===== src/hw/rtl/life_generation_step_defines.svh =====
// ----------------------------------------------------------------------------
// life_generation_step_defines.svh
// Assertion macros shared by the Life generation step RTL.
// ----------------------------------------------------------------------------
`ifndef LIFE_GENERATION_STEP_DEFINES_SVH
`define LIFE_GENERATION_STEP_DEFINES_SVH

`ifndef SYNTHESIS

// Checked on clk, off while rst is high
`define LGS_ASSERT(lbl, prop, msg) \
  lbl: assert property (@(posedge clk) disable iff (rst) prop) else $error(msg);

// Checked on clk at every edge, reset included
`define LGS_ASSERT_ALWAYS(lbl, prop, msg) \
  lbl: assert property (@(posedge clk) prop) else $error(msg);

`else

`define LGS_ASSERT(lbl, prop, msg)
`define LGS_ASSERT_ALWAYS(lbl, prop, msg)

`endif

`endif


===== src/hw/rtl/lgs_pkg.sv =====
// ----------------------------------------------------------------------------
// lgs_pkg
// Shared constants and types of the Life generation step block.
// ----------------------------------------------------------------------------
package lgs_pkg;

  // Row word and index widths
  localparam int WORD_W      = 32;
  localparam int IDX_W       = 5;
  localparam int CNT_W       = 6;
  localparam int STORE_DEPTH = 32;

  // Grid size limits and reset values
  localparam int MIN_SIZE     = 3;
  localparam int ROWS_RESET   = 20;
  localparam int COLS_RESET   = 20;
  localparam int MAX_ROWS_DEF = 32;
  localparam int MAX_COLS_DEF = 32;

  // Config port
  localparam int PADDR_W = 3;
  localparam int PDATA_W = 32;
  localparam logic REG_ROWS = 1'b0;
  localparam logic REG_COLS = 1'b1;

  // Grid memory access
  typedef struct packed {
    logic              wr_en;
    logic [IDX_W-1:0]  wr_addr;
    logic [WORD_W-1:0] wr_data;
    logic              rd_en;
    logic [IDX_W-1:0]  rd_addr;
  } mem_req_t;

endpackage


===== src/hw/rtl/lgs_grid_mem.sv =====
// ----------------------------------------------------------------------------
// lgs_grid_mem
// Grid row store: one write port, one read port, registered read data.
// ----------------------------------------------------------------------------
module lgs_grid_mem #(
  parameter int DEPTH = lgs_pkg::STORE_DEPTH
) (
  input  logic                      clk,
  input  lgs_pkg::mem_req_t         req,
  output logic [lgs_pkg::WORD_W-1:0] rd_data
);

  localparam int AW = (DEPTH > 1) ? $clog2(DEPTH) : 1;

  logic [lgs_pkg::WORD_W-1:0] mem [DEPTH];

  // Write port
  always_ff @(posedge clk) begin
    if (req.wr_en) begin
      mem[req.wr_addr[AW-1:0]] <= req.wr_data;
    end
  end

  // Read port; data holds until the next read
  always_ff @(posedge clk) begin
    if (req.rd_en) begin
      rd_data <= mem[req.rd_addr[AW-1:0]];
    end
  end

endmodule


===== src/hw/rtl/lgs_row_eval.sv =====
// ----------------------------------------------------------------------------
// lgs_row_eval
// Next-generation row from three rows, wrapping at the active column count.
// ----------------------------------------------------------------------------
module lgs_row_eval (
  input  logic [lgs_pkg::WORD_W-1:0] up,
  input  logic [lgs_pkg::WORD_W-1:0] mid,
  input  logic [lgs_pkg::WORD_W-1:0] dn,
  input  logic [lgs_pkg::CNT_W-1:0]  nc,
  output logic [lgs_pkg::WORD_W-1:0] next_row
);

  localparam int W = lgs_pkg::WORD_W;

  logic [lgs_pkg::CNT_W-1:0] nc_m1_w;
  logic [lgs_pkg::IDX_W-1:0] last_col;

  assign nc_m1_w  = nc - lgs_pkg::CNT_W'(1);
  assign last_col = nc_m1_w[lgs_pkg::IDX_W-1:0];

  // Per column: gather eight neighbors with horizontal wrap, apply the rule
  for (genvar c = 0; c < W; c++) begin : g_col
    localparam int CL = (c + W - 1) % W;
    localparam int CR = (c + 1) % W;

    logic       at_first;
    logic       at_last;
    logic       up_l, up_r, mid_l, mid_r, dn_l, dn_r;
    logic [3:0] cnt;

    assign at_first = (c == 0);
    assign at_last  = (last_col == lgs_pkg::IDX_W'(c));

    assign up_l  = at_first ? up[last_col]  : up[CL];
    assign mid_l = at_first ? mid[last_col] : mid[CL];
    assign dn_l  = at_first ? dn[last_col]  : dn[CL];
    assign up_r  = at_last  ? up[0]  : up[CR];
    assign mid_r = at_last  ? mid[0] : mid[CR];
    assign dn_r  = at_last  ? dn[0]  : dn[CR];

    assign cnt = 4'(up_l) + 4'(up[c]) + 4'(up_r) + 4'(mid_l) + 4'(mid_r)
               + 4'(dn_l) + 4'(dn[c]) + 4'(dn_r);

    // Born on three, survives on two or three; columns past nc stay dead
    assign next_row[c] = (lgs_pkg::CNT_W'(c) < nc) &&
                         ((cnt == 4'd3) || (mid[c] && (cnt == 4'd2)));
  end

endmodule


===== src/hw/rtl/life_generation_step.sv =====
// ----------------------------------------------------------------------------
// life_generation_step
// Stores grid rows as they arrive, then computes one Life generation on a
// torus and sends out the new rows in order.
// ----------------------------------------------------------------------------
//  channel  | signals                                   | word
//  ---------+-------------------------------------------+----------------------
//  input    | row_valid, row_ready, row_cells           | one grid row
//  result   | res_valid, res_ready, next_cells,         | one new row
//           | row_number, last_row                      |
//  config   | psel, penable, pwrite, paddr, pwdata,     | rows_used @0,
//           | prdata, pready                            | cols_used @4
//
// Rows are written to the row store as they are accepted. After the last row
// of a generation, the grid memory's single read port is walked over nr+2 rows
// (nr = rows in use), one read per cycle, and one result row leaves per cycle
// from the third read on; row_ready comes back when the last result row is
// loaded into the result register.
// Reset clears the control state and sets the config registers to their reset
// values; the row store is not cleared. A low res_ready holds the read walk in place.
// ----------------------------------------------------------------------------
`include "life_generation_step_defines.svh"

module life_generation_step #(
  parameter int MAX_ROWS = lgs_pkg::MAX_ROWS_DEF,
  parameter int MAX_COLS = lgs_pkg::MAX_COLS_DEF
) (
  input  logic                        clk,
  input  logic                        rst,
  // Row input
  input  logic                        row_valid,
  output logic                        row_ready,
  input  logic [lgs_pkg::WORD_W-1:0]  row_cells,
  // Result output
  output logic                        res_valid,
  input  logic                        res_ready,
  output logic [lgs_pkg::WORD_W-1:0]  next_cells,
  output logic [lgs_pkg::IDX_W-1:0]   row_number,
  output logic                        last_row,
  // Config port
  input  logic                        psel,
  input  logic                        penable,
  input  logic                        pwrite,
  input  logic [lgs_pkg::PADDR_W-1:0] paddr,
  input  logic [lgs_pkg::PDATA_W-1:0] pwdata,
  output logic [lgs_pkg::PDATA_W-1:0] prdata,
  output logic                        pready
);

  localparam int ROW_LIM = (MAX_ROWS < lgs_pkg::STORE_DEPTH) ? MAX_ROWS
                                                             : lgs_pkg::STORE_DEPTH;
  localparam int COL_LIM = (MAX_COLS < lgs_pkg::WORD_W) ? MAX_COLS : lgs_pkg::WORD_W;
  localparam int CW      = lgs_pkg::CNT_W;
  localparam int W       = lgs_pkg::WORD_W;

  typedef enum logic [1:0] {
    ST_LOAD = 2'b01,
    ST_EMIT = 2'b10
  } state_t;

  state_t                    state;
  logic [CW-1:0]             rows_used;
  logic [CW-1:0]             cols_used;
  logic [lgs_pkg::IDX_W-1:0] load_cnt;
  logic [CW-1:0]             iss_step;
  logic [CW-1:0]             con_step;
  logic                      pend;
  logic [W-1:0]              win_up;
  logic [W-1:0]              win_mid;

  logic [CW-1:0]     nr;
  logic [CW-1:0]     nc;
  logic [W-1:0]      colmask;
  logic              cfg_wr;
  logic              row_acc;
  logic              gen_done;
  logic              issue;
  logic              consume;
  logic              out_free;
  logic              out_load;
  logic              last_step;
  logic [CW-1:0]     rd_addr_w;
  logic [CW-1:0]     row_num_w;
  logic [W-1:0]      rd_data;
  logic [W-1:0]      eval_row;
  lgs_pkg::mem_req_t mem_req;

  // Config port
  assign pready = 1'b1;
  assign cfg_wr = psel && penable && pwrite && pready;
  assign prdata = (paddr[2] == lgs_pkg::REG_COLS) ? lgs_pkg::PDATA_W'(cols_used)
                                                  : lgs_pkg::PDATA_W'(rows_used);

  always_ff @(posedge clk) begin
    if (rst) begin
      rows_used <= CW'(lgs_pkg::ROWS_RESET);
      cols_used <= CW'(lgs_pkg::COLS_RESET);
    end else if (cfg_wr) begin
      case (paddr[2])
        lgs_pkg::REG_ROWS: rows_used <= pwdata[CW-1:0];
        lgs_pkg::REG_COLS: cols_used <= pwdata[CW-1:0];
        default:           rows_used <= rows_used;
      endcase
    end
  end

  // Effective grid size
  always_comb begin
    if (rows_used < CW'(lgs_pkg::MIN_SIZE)) begin
      nr = CW'(lgs_pkg::MIN_SIZE);
    end else if (rows_used > CW'(ROW_LIM)) begin
      nr = CW'(ROW_LIM);
    end else begin
      nr = rows_used;
    end
    if (cols_used < CW'(lgs_pkg::MIN_SIZE)) begin
      nc = CW'(lgs_pkg::MIN_SIZE);
    end else if (cols_used > CW'(COL_LIM)) begin
      nc = CW'(COL_LIM);
    end else begin
      nc = cols_used;
    end
  end

  for (genvar c = 0; c < W; c++) begin : g_mask
    assign colmask[c] = (CW'(c) < nc);
  end

  // Load side
  assign row_ready = (state == ST_LOAD);
  assign row_acc   = row_valid && row_ready;
  assign gen_done  = (CW'(load_cnt) + CW'(1)) >= nr;

  // Read walk: rows nr-1, 0, 1, ..., nr-1, 0; one read in flight at most
  assign out_free  = !res_valid || res_ready;
  assign last_step = (con_step == nr + CW'(1));
  assign consume   = pend && ((con_step < CW'(2)) || out_free);
  assign out_load  = consume && (con_step >= CW'(2));
  assign issue     = (state == ST_EMIT) && (iss_step <= nr + CW'(1)) &&
                     (!pend || consume);

  always_comb begin
    if (iss_step == '0) begin
      rd_addr_w = nr - CW'(1);
    end else if (iss_step == nr + CW'(1)) begin
      rd_addr_w = '0;
    end else begin
      rd_addr_w = iss_step - CW'(1);
    end
  end

  always_comb begin
    mem_req.wr_en   = row_acc;
    mem_req.wr_addr = load_cnt;
    mem_req.wr_data = row_cells & colmask;
    mem_req.rd_en   = issue;
    mem_req.rd_addr = rd_addr_w[lgs_pkg::IDX_W-1:0];
  end

  lgs_grid_mem #(
    .DEPTH (ROW_LIM)
  ) u_mem (
    .clk     (clk),
    .req     (mem_req),
    .rd_data (rd_data)
  );

  // Window of rows above and at the center; read data is the row below
  lgs_row_eval u_eval (
    .up       (win_up),
    .mid      (win_mid),
    .dn       (rd_data),
    .nc       (nc),
    .next_row (eval_row)
  );

  // Control sequencer
  always_ff @(posedge clk) begin
    if (rst) begin
      state    <= ST_LOAD;
      load_cnt <= '0;
      iss_step <= '0;
      con_step <= '0;
      pend     <= 1'b0;
    end else begin
      case (state)
        ST_LOAD: begin
          if (row_acc) begin
            if (gen_done) begin
              load_cnt <= '0;
              state    <= ST_EMIT;
            end else begin
              load_cnt <= load_cnt + lgs_pkg::IDX_W'(1);
            end
          end
        end
        ST_EMIT: begin
          if (issue) begin
            iss_step <= iss_step + CW'(1);
            pend     <= 1'b1;
          end else if (consume) begin
            pend <= 1'b0;
          end
          if (consume) begin
            con_step <= con_step + CW'(1);
          end
          if (out_load && last_step) begin
            iss_step <= '0;
            con_step <= '0;
            pend     <= 1'b0;
            state    <= ST_LOAD;
          end
        end
        default: state <= ST_LOAD;
      endcase
    end
  end

  // Row window
  always_ff @(posedge clk) begin
    if (consume) begin
      win_up  <= win_mid;
      win_mid <= rd_data;
    end
  end

  // Result register
  assign row_num_w = con_step - CW'(2);

  always_ff @(posedge clk) begin
    if (rst) begin
      res_valid <= 1'b0;
    end else if (out_load) begin
      res_valid <= 1'b1;
    end else if (res_ready) begin
      res_valid <= 1'b0;
    end
  end

  always_ff @(posedge clk) begin
    if (out_load) begin
      next_cells <= eval_row & colmask;
      row_number <= row_num_w[lgs_pkg::IDX_W-1:0];
      last_row   <= last_step;
    end
  end

  // Checks
  `LGS_ASSERT(a_no_rw_overlap, !(mem_req.wr_en && mem_req.rd_en), "grid read and write overlap")
  `LGS_ASSERT(a_walk_in_step, iss_step == con_step + CW'(pend), "read walk out of step")
  `LGS_ASSERT(a_load_in_range, CW'(load_cnt) < CW'(ROW_LIM), "load index past store")
  `LGS_ASSERT(a_last_ends_gen, (out_load && last_step) |=> (state == ST_LOAD && !pend), "generation did not end")

endmodule

===== config.mk =====
export PLATFORM = sky130hd
export DESIGN_NAME = life_generation_step
export DESIGN_NICKNAME = d
export VERILOG_FILES = /design/src/hw/rtl/lgs_pkg.sv /design/src/hw/rtl/lgs_grid_mem.sv /design/src/hw/rtl/lgs_row_eval.sv /design/src/hw/rtl/life_generation_step.sv
export VERILOG_INCLUDE_DIRS = /design/src /design/src/hw/rtl
export SDC_FILE = /design/constraint.sdc
export NUM_CORES = 2
export LEC_CHECK = 0
export ABC_AREA = 1
export BUFFER_PORTS_ARGS = -buffer_cell sky130_fd_sc_hd__buf_4
export CORE_UTILIZATION = 57
export DETAILED_ROUTE_END_ITERATION = 16
export PLACE_DENSITY = 0.79
export REMOVE_ABC_BUFFERS = 1
export SLEW_MARGIN = 10
export SYNTH_ARGS = -nofsm -noshare
export SYNTH_HDL_FRONTEND = slang
export SYNTH_SLANG_ARGS = --single-unit

===== constraint.sdc =====
create_clock -name clk -period 5.05 [get_ports clk]
set_clock_uncertainty 0.05 [all_clocks]
set_input_delay 0.7575 -clock clk [delete_from_list [all_inputs] [get_ports clk]]
set_output_delay 0.7575 -clock clk [all_outputs]
set_load 0.005 [all_outputs]

After elaboration in Yosys (flattened, before gate mapping)
Memories as Yosys holds them, arrays and structs flattened. A register that Yosys moved wholly into a read port is not among the register bits.
Index checks and enable logic that the tools add are counted.
- bitwise gates (word level): 3
- order comparisons: 41
- add/subtract/negate cells: 233
- reduce and logical (&&, ||, !) cells: 122
- mux-type cells: 122
- equality and inequality tests: 101
- operator list (cell ; number):
    4-bit by 1-bit adder with 4-bit output ; 186
    4-bit by 2-bit == test with 1-bit output (second input constant) ; 64
    1-bit two-way mux ; 103
    5-bit by 6-bit < comparator with 1-bit output (first input constant) ; 16
    5-bit == test (second input constant) ; 15
    1-bit logical AND ; 72
    1-bit by 1-bit adder with 2-bit output ; 32
    32-bit bitwise AND ; 2
    6-bit two-way mux ; 9
    4-bit by 6-bit < comparator with 1-bit output (first input constant) ; 8
    5-bit by 4-bit == test with 1-bit output (second input constant) ; 8
    1-bit logical OR ; 35
    3-bit by 6-bit < comparator with 1-bit output (first input constant) ; 4
    5-bit by 3-bit == test with 1-bit output (second input constant) ; 4
    6-bit by 1-bit adder with 6-bit output (second input constant) ; 3
    6-bit by 2-bit < comparator with 1-bit output (second input constant) ; 3
    1-bit binary-select mux with 5-bit select ; 3
    5-bit two-way mux ; 3
    5-bit by 1-bit subtractor with 5-bit output (second input constant) ; 3
    2-bit by 1-bit adder with 3-bit output ; 4
    6-bit == test ; 2
    6-bit greater-than comparator (second input constant) ; 2
    1-bit by 6-bit < comparator with 1-bit output (first input constant) ; 2
    2-bit by 6-bit < comparator with 1-bit output (first input constant) ; 2
    other kinds (23) ; 37
- output and inout port bits: 73
- memories: 1
- logic and storage cells: 636
- memory bits (writable): 1024
- input bits: 74
- register bits after elaboration: 135
- memory list (memory ; words ; bits a word ; rd ports ; clocked after memory_dff ; wr ports ; RTL line ; RTL):
    u_mem.mem ; 32 ; 32 ; 1 ; 1 ; 1 ; lgs_grid_mem.sv:15 ; logic [lgs_pkg::WORD_W-1:0] mem [DEPTH];

Depth between registers and ports, before layout
- depth after elaboration: 18
- mapped depth: 30
- gate-level depth less buffers: 27

Hierarchy
Synthesis repeated with hierarchy kept, for this count alone.
- cell total of the unflattened synthesis: 5453
- area, all modules: 57525.2 µm²
- modules (own cells, without submodules) (module ; area each (µm²) ; seq. area each (µm²) ; cells each ; instances):
    lgs_grid_mem ; 42726.0 ; 31710.4 ; 3536 ; 1
    lgs_row_eval ; 8400.6 ; 0.0 ; 1257 ; 1
    life_generation_step ; 6398.6 ; 3723.6 ; 660 ; 1

Worst setup path after synthesis
Ideal clock, no wire load.
- kind: register -> register
- start point: register cols_used[5]
- end point: register next_cells[0] in the netlist's numbering (data pin)
- period minus slack after synthesis: 5454 ps
- data arrival time: 5197 ps
- path slack: -404 ps
- path buffers: 3
- setup time: 207 ps
- data required time: 4793 ps
- stages on the path, launching flop included: 28
- cell sequence: dfxtp_1 -> buf_6 -> nor2_4 -> nand2_4 -> nor2_4 -> nand2_2 -> nand2_1 -> inv_1 -> clkbuf_1 -> ha_1 -> inv_1 -> nor2_1 -> nor2_2 -> inv_1 -> nor2_2 -> buf_4 -> a21oi_1 -> nand3_1 -> nand2_1 -> ha_1 -> fa_1 -> inv_1 -> fa_1 -> inv_1 -> fa_1 -> inv_1 -> fa_1 -> a2111oi_0
- word-level cells in the longest chain between the ends: 18
- elaborated cells between the ends (all ways): 29
- those cells by class: add/sub: 8; order compare: 3; eq/ne: 2; mux: 11; bitwise: 1; reduce/logical: 4
- RTL lines (what ; RTL line ; RTL):
    start, declared ; life_generation_step.sv:63 ; logic [CW-1:0] cols_used;
    start signal, assigned ; life_generation_step.sv:97 ; cols_used <= CW'(lgs_pkg::COLS_RESET);
    start signal, assigned ; life_generation_step.sv:101 ; lgs_pkg::REG_COLS: cols_used <= pwdata[CW-1:0];
    6-bit greater-than comparator ; life_generation_step.sv:118 ; end else if (cols_used > CW'(COL_LIM)) begin
    6-bit two-way mux ; life_generation_step.sv:118 ;
    6-bit two-way mux * ; life_generation_step.sv:116 ; if (cols_used < CW'(lgs_pkg::MIN_SIZE)) begin
    5-bit by 1-bit subtractor with 5-bit output ; lgs_row_eval.sv:18 ; assign nc_m1_w = nc - lgs_pkg::CNT_W'(1);
    1-bit binary-select mux with 5-bit select ; lgs_row_eval.sv:34 ; assign up_l = at_first ? up[last_col] : up[CL];
    1-bit two-way mux (not written as such) ; lgs_row_eval.sv:34 ;
    1-bit by 1-bit adder with 2-bit output ; lgs_row_eval.sv:41 ; assign cnt = 4'(up_l) + 4'(up[c]) + 4'(up_r) + 4'(mid_l) + 4'(mid_r)
    4-bit by 1-bit adder with 4-bit output (3 in a row) ; lgs_row_eval.sv:41 ;
    4-bit by 1-bit adder with 4-bit output (3 in a row) ; lgs_row_eval.sv:42 ; + 4'(dn_l) + 4'(dn[c]) + 4'(dn_r);
    4-bit by 2-bit == test with 1-bit output ; lgs_row_eval.sv:46 ; ((cnt == 4'd3) || (mid[c] && (cnt == 4'd2)));
    1-bit logical AND ; lgs_row_eval.sv:46 ;
    1-bit logical OR ; lgs_row_eval.sv:46 ;
    1-bit logical AND ; lgs_row_eval.sv:45 ; assign next_row[c] = (lgs_pkg::CNT_W'(c) < nc) &&
    32-bit bitwise AND * ; life_generation_step.sv:242 ; next_cells <= eval_row & colmask;
    end signal, assigned ; life_generation_step.sv:242 ;
    end, declared ; life_generation_step.sv:37 ; output logic [lgs_pkg::WORD_W-1:0] next_cells,
Every way passes the cells marked *; elsewhere a longest branch is shown, timed or not. The select of a mux whose other input is x is not followed.
A chain may end at the register's enable or synchronous reset.

Worst setup path in the final report
- start point: register cols_used[3]
- end point: register next_cells[0] in the netlist's numbering (data pin)
The elaborated chain is that of the path after synthesis.

==> key figures <==
Logic synthesis
  • Seq/Total Area, Yosys: 60.33%
  • Synthesized area per cell: 10.37 µm²
  • Unique masters post-synth: 52
  • Synthesized cell area: 0.05873 mm²
  • #FFs+latches synth: 1191
  • Yosys warns: 0
  • Synth Instances: 5665

Critical path
  • Crit Path Class: reg2reg
  • Cell with the largest stage delay on the worst path: fa_1
  • Crit path buffers/inverters: 6
  • Top delay family on crit path: adder cells
  • Arrival time at the worst endpoint: 5320 ps
  • Setup crit start kind: flop
  • Max FO, Critical Path: 6
  • Setup crit end kind: flop
  • Required time of the critical path: 5520 ps
  • Critical Path Max Stage Delay: 510 ps

Die
  • Std-Cell Rows: 117
  • Core Area: 0.1019 mm²
  • Die height: 323.0 µm
  • I/O pins: 147
  • DIE AREA: 0.1043 mm²
  • Starting Density: 57.64%
  • Die width: 323.0 µm

Placed design
  • Port Buffers: 91
  • DP Wirelength: 95080 µm
  • Placed Area: 0.06162 mm²
  • Dpl ws: -157.5 ps
  • Final RePlAce weighted congestion: 0.9575

Detailed routing
  • Via Count: 42350
  • DR WL/cell: 22.04 µm
  • ANT nets after route: 0
  • TritonRoute pass-1 iters: 6
  • Iter 0 DRT Violations: 5288
  • Drt total wl: 160300 µm
  • Via density: 5.822
  • Post-route DRC: 0

Cells and area
  • Area grow syn2layout: 11.55%
  • Layout cell share with drive strength beyond 1: 10.75%
  • Nets: 6127
  • Fin area: 0.06552 mm²

GRT
  • Total track usage: 30.87%
  • Largest net degree at the start of global routing: 122
  • Antenna violations before repair: 11
  • Global-route wire length before repair: 241800 µm
  • Vias in the first global route: 41350
  • Grt ovf: 0

Clocking
  • H-tree depth: 3
  • Longest Clk Path Bufs: 3
  • Clock Pin Slew Worst Setup and Hold Paths: 70 ps
  • Clk_lat worst skew: 700 ps
  • CTS sink count: 1191
  • Clock root cell: clkbuf_16
  • Cts bufs inserted: 115
  • CTS tree: done

STA
  • Slew headroom: 5.204%
  • Slew Limit Fails: 0
  • Setup ws final: 199.7 ps
  • Setup-failing EPs final: 0
  • Setup TNS: 0 ps
  • Final Hold Fails: 0
  • Worst-margin pin slew: 1407 ps
  • Tcrit/Tclk final: 96.05%
  • Max frequency: 0.2062 GHz
  • RSZ-0062 raised after global routing: true
  • Clock period minus worst slack: 4850 ps

Power
  • PD cells: 331.1 mW/mm²
  • Reg power frac: 50.5%
  • Part of the power in the clock network: 39.8%
  • Sw power: 0.005240 W
  • Internal power: 0.01645 W
  • Sw frac: 24.15%
  • Combinational share of power: 9.7%
  • Final Power: 0.02169 W
  • Worst VDD drop: 271.6 µV
  • Leak: 27.62 nW

Min path
  • HP Class: in2reg

Run status
  • Status: completed

Job
  • Max_cap viols: 0
## cells in the mapped netlist (all sizes together)
cell type | number | area share (%)
nand2 | 1781 | 11
edfxtp | 1158 | 59
inv | 828 | 5.3
nand3 | 653 | 5.8
buf | 225 | 2.4
o21ai | 176 | 1.5
nor2 | 156 | 1.1
fa | 128 | 4.4
ha | 126 | 2.7
o211ai | 110 | 2.0
a21oi | 66 | 0.56
clkbuf | 62 | 0.40
dfxtp | 33 | 1.1
nand3b | 32 | 0.41
a2111oi | 22 | 0.33
nor3 | 22 | 0.19
xor2 | 21 | 0.35
a22oi | 14 | 0.19
a211oi | 13 | 0.17
nand4 | 12 | 0.14
o22ai | 5 | 0.064
xnor2 | 5 | 0.075
a31oi | 2 | 0.021
clkinv | 2 | 0.021
conb | 2 | 0.013
nor3b | 2 | 0.026
o221ai | 2 | 0.030
a221o | 1 | 0.017
a221oi | 1 | 0.015
and3 | 1 | 0.011
o211a | 1 | 0.017
o21a | 1 | 0.013
o21bai | 1 | 0.013
o2bb2ai | 1 | 0.015
## logic make-up (layout without fill, tap and decap cells)
family,count (synthesis),in the layout,synth area share (%)
flops,1191,1191,60.33
buf+inv,1117,1327,8.095
compound gates,416,416,4.985
fa+ha+maj,254,254,7.047
xor+xnor,26,26,0.4197
other cells,2,33,0.01279
simple gates,2659,2659,19.11
## placed cells by master, fill, tap and decap left out, types with 5 or more instances in the layout
master         n
nor2_2        10
fa_1         126
dfxtp_1       33
nand2_4        5
clkinvlp_4     6
inv_1        815
nand3b_1      32
nor2_1       105
nand2_2       11
nor3_1        22
nand3_1      632
o211ai_2      74
nand2_1     1764
inv_2          9
a211oi_1      13
diode_2        6
nor2_4        41
o211ai_1      36
nand3_2       18
a2111oi_2      5
a21oi_1       64
o21ai_0      146
a2111oi_0     14
conb_1        27
clkinv_1      30
xnor2_1        5
buf_4        253
ha_1         126
clkinv_2      21
buf_12        25
xor2_1        20
nand4_1       11
clkbuf_1      27
o21ai_1       29
clkbuf_16    117
edfxtp_1    1158
a22oi_1       13
bufinv_16     13
## metal layers
layer  wire, µm  GRT usage [%]  share of wire, %  vias up
met2      75090          49.48                47     2763
li1           -              -                 -    18940
met4       9628          17.75               6.0       10
met1      57380          39.70                36    20010
met3      17960          5.572                11      625
met5        257              0              0.16        -
## stage by stage
stage	hold WS [ps]	utilization, %	instances
3_5_place_dp	391.7	60.48	7047
4_1_cts	227.7	64.18	7265
5_1_grt	246.0	64.29	7268
6_report	252.9	64.30	7274
3_3_place_gp	380.9	60.48	7047
2_1_floorplan	376.4	-	5403
## state kept, by name, indices dropped and copies added (netlist names)
name	count
con_step	6
win_mid	32
win_up	32
u_mem.rd_data	32
cols_used	6
last_row	1
iss_step	6
row_number	5
res_valid	1
u_mem.mem	1024
load_cnt	5
next_cells	32
rows_used	6
state	2
pend	1
## worst register-to-register path, cell delays in order, from the launching register on
cell	delay, ps
dfxtp_1	340
nor2_4	150
nand2_4	70
nor2_4	90
nand2_2	90
nand2_4	100
inv_2	40
ha_1	220
inv_1	100
nor2_2	60
nor2_4	230
inv_2	80
nor2_4	150
nand2_1	80
nand4_1	110
nand2_1	70
ha_1	290
fa_1	510
inv_1	60
fa_1	460
inv_1	90
fa_2	200
inv_1	50
fa_2	360
a2111oi_4	210
a21oi_2	70
a2111oi_2	340
## area by class of cell
class	instances	area [µm²]
repair buffers	279	2411
well taps	1368	1712
multi-input cells	3382	19050
diodes	6	15.01
clock inverters	74	726.9
clock buffers	144	3029
flip-flops and latches	1191	35430
fillers	7418	36370
inverters	830	3143
## final timing paths
path	cells after the start	to	from	slack [ps]
max	26	next_cells[0]	cols_used[3]	200
min	3	rows_used[2]	pwdata[2]	250
min reg2reg	0	win_mid[15]	u_mem.rd_data[15]	410
max reg2reg	26	next_cells[0]	cols_used[3]	200
## timing repair
| action | CTS | global route |
|---|---|---|
| pin swaps | 1 | 5 |
| buffers inserted | 0 | 3 |
| resized for setup | 5 | 27 |
| hold buffers | 0 | 0 |
| gates cloned | 0 | 0 |
| endpoints found under the setup margin | 3 | 15 |
## power groups by stage
stage	registers (W)	clock network [W]	logic, W
global route	0.0109	0.00905	0.00227
global placement	0.0112	0	0.00192
floorplan	0.0112	0	0.00121
detailed placement	0.0112	0	0.00198
finish	0.0109	0.00864	0.00211
CTS	0.0109	0.00867	0.00201
Note: power is estimated with default switching activity, not from simulation.
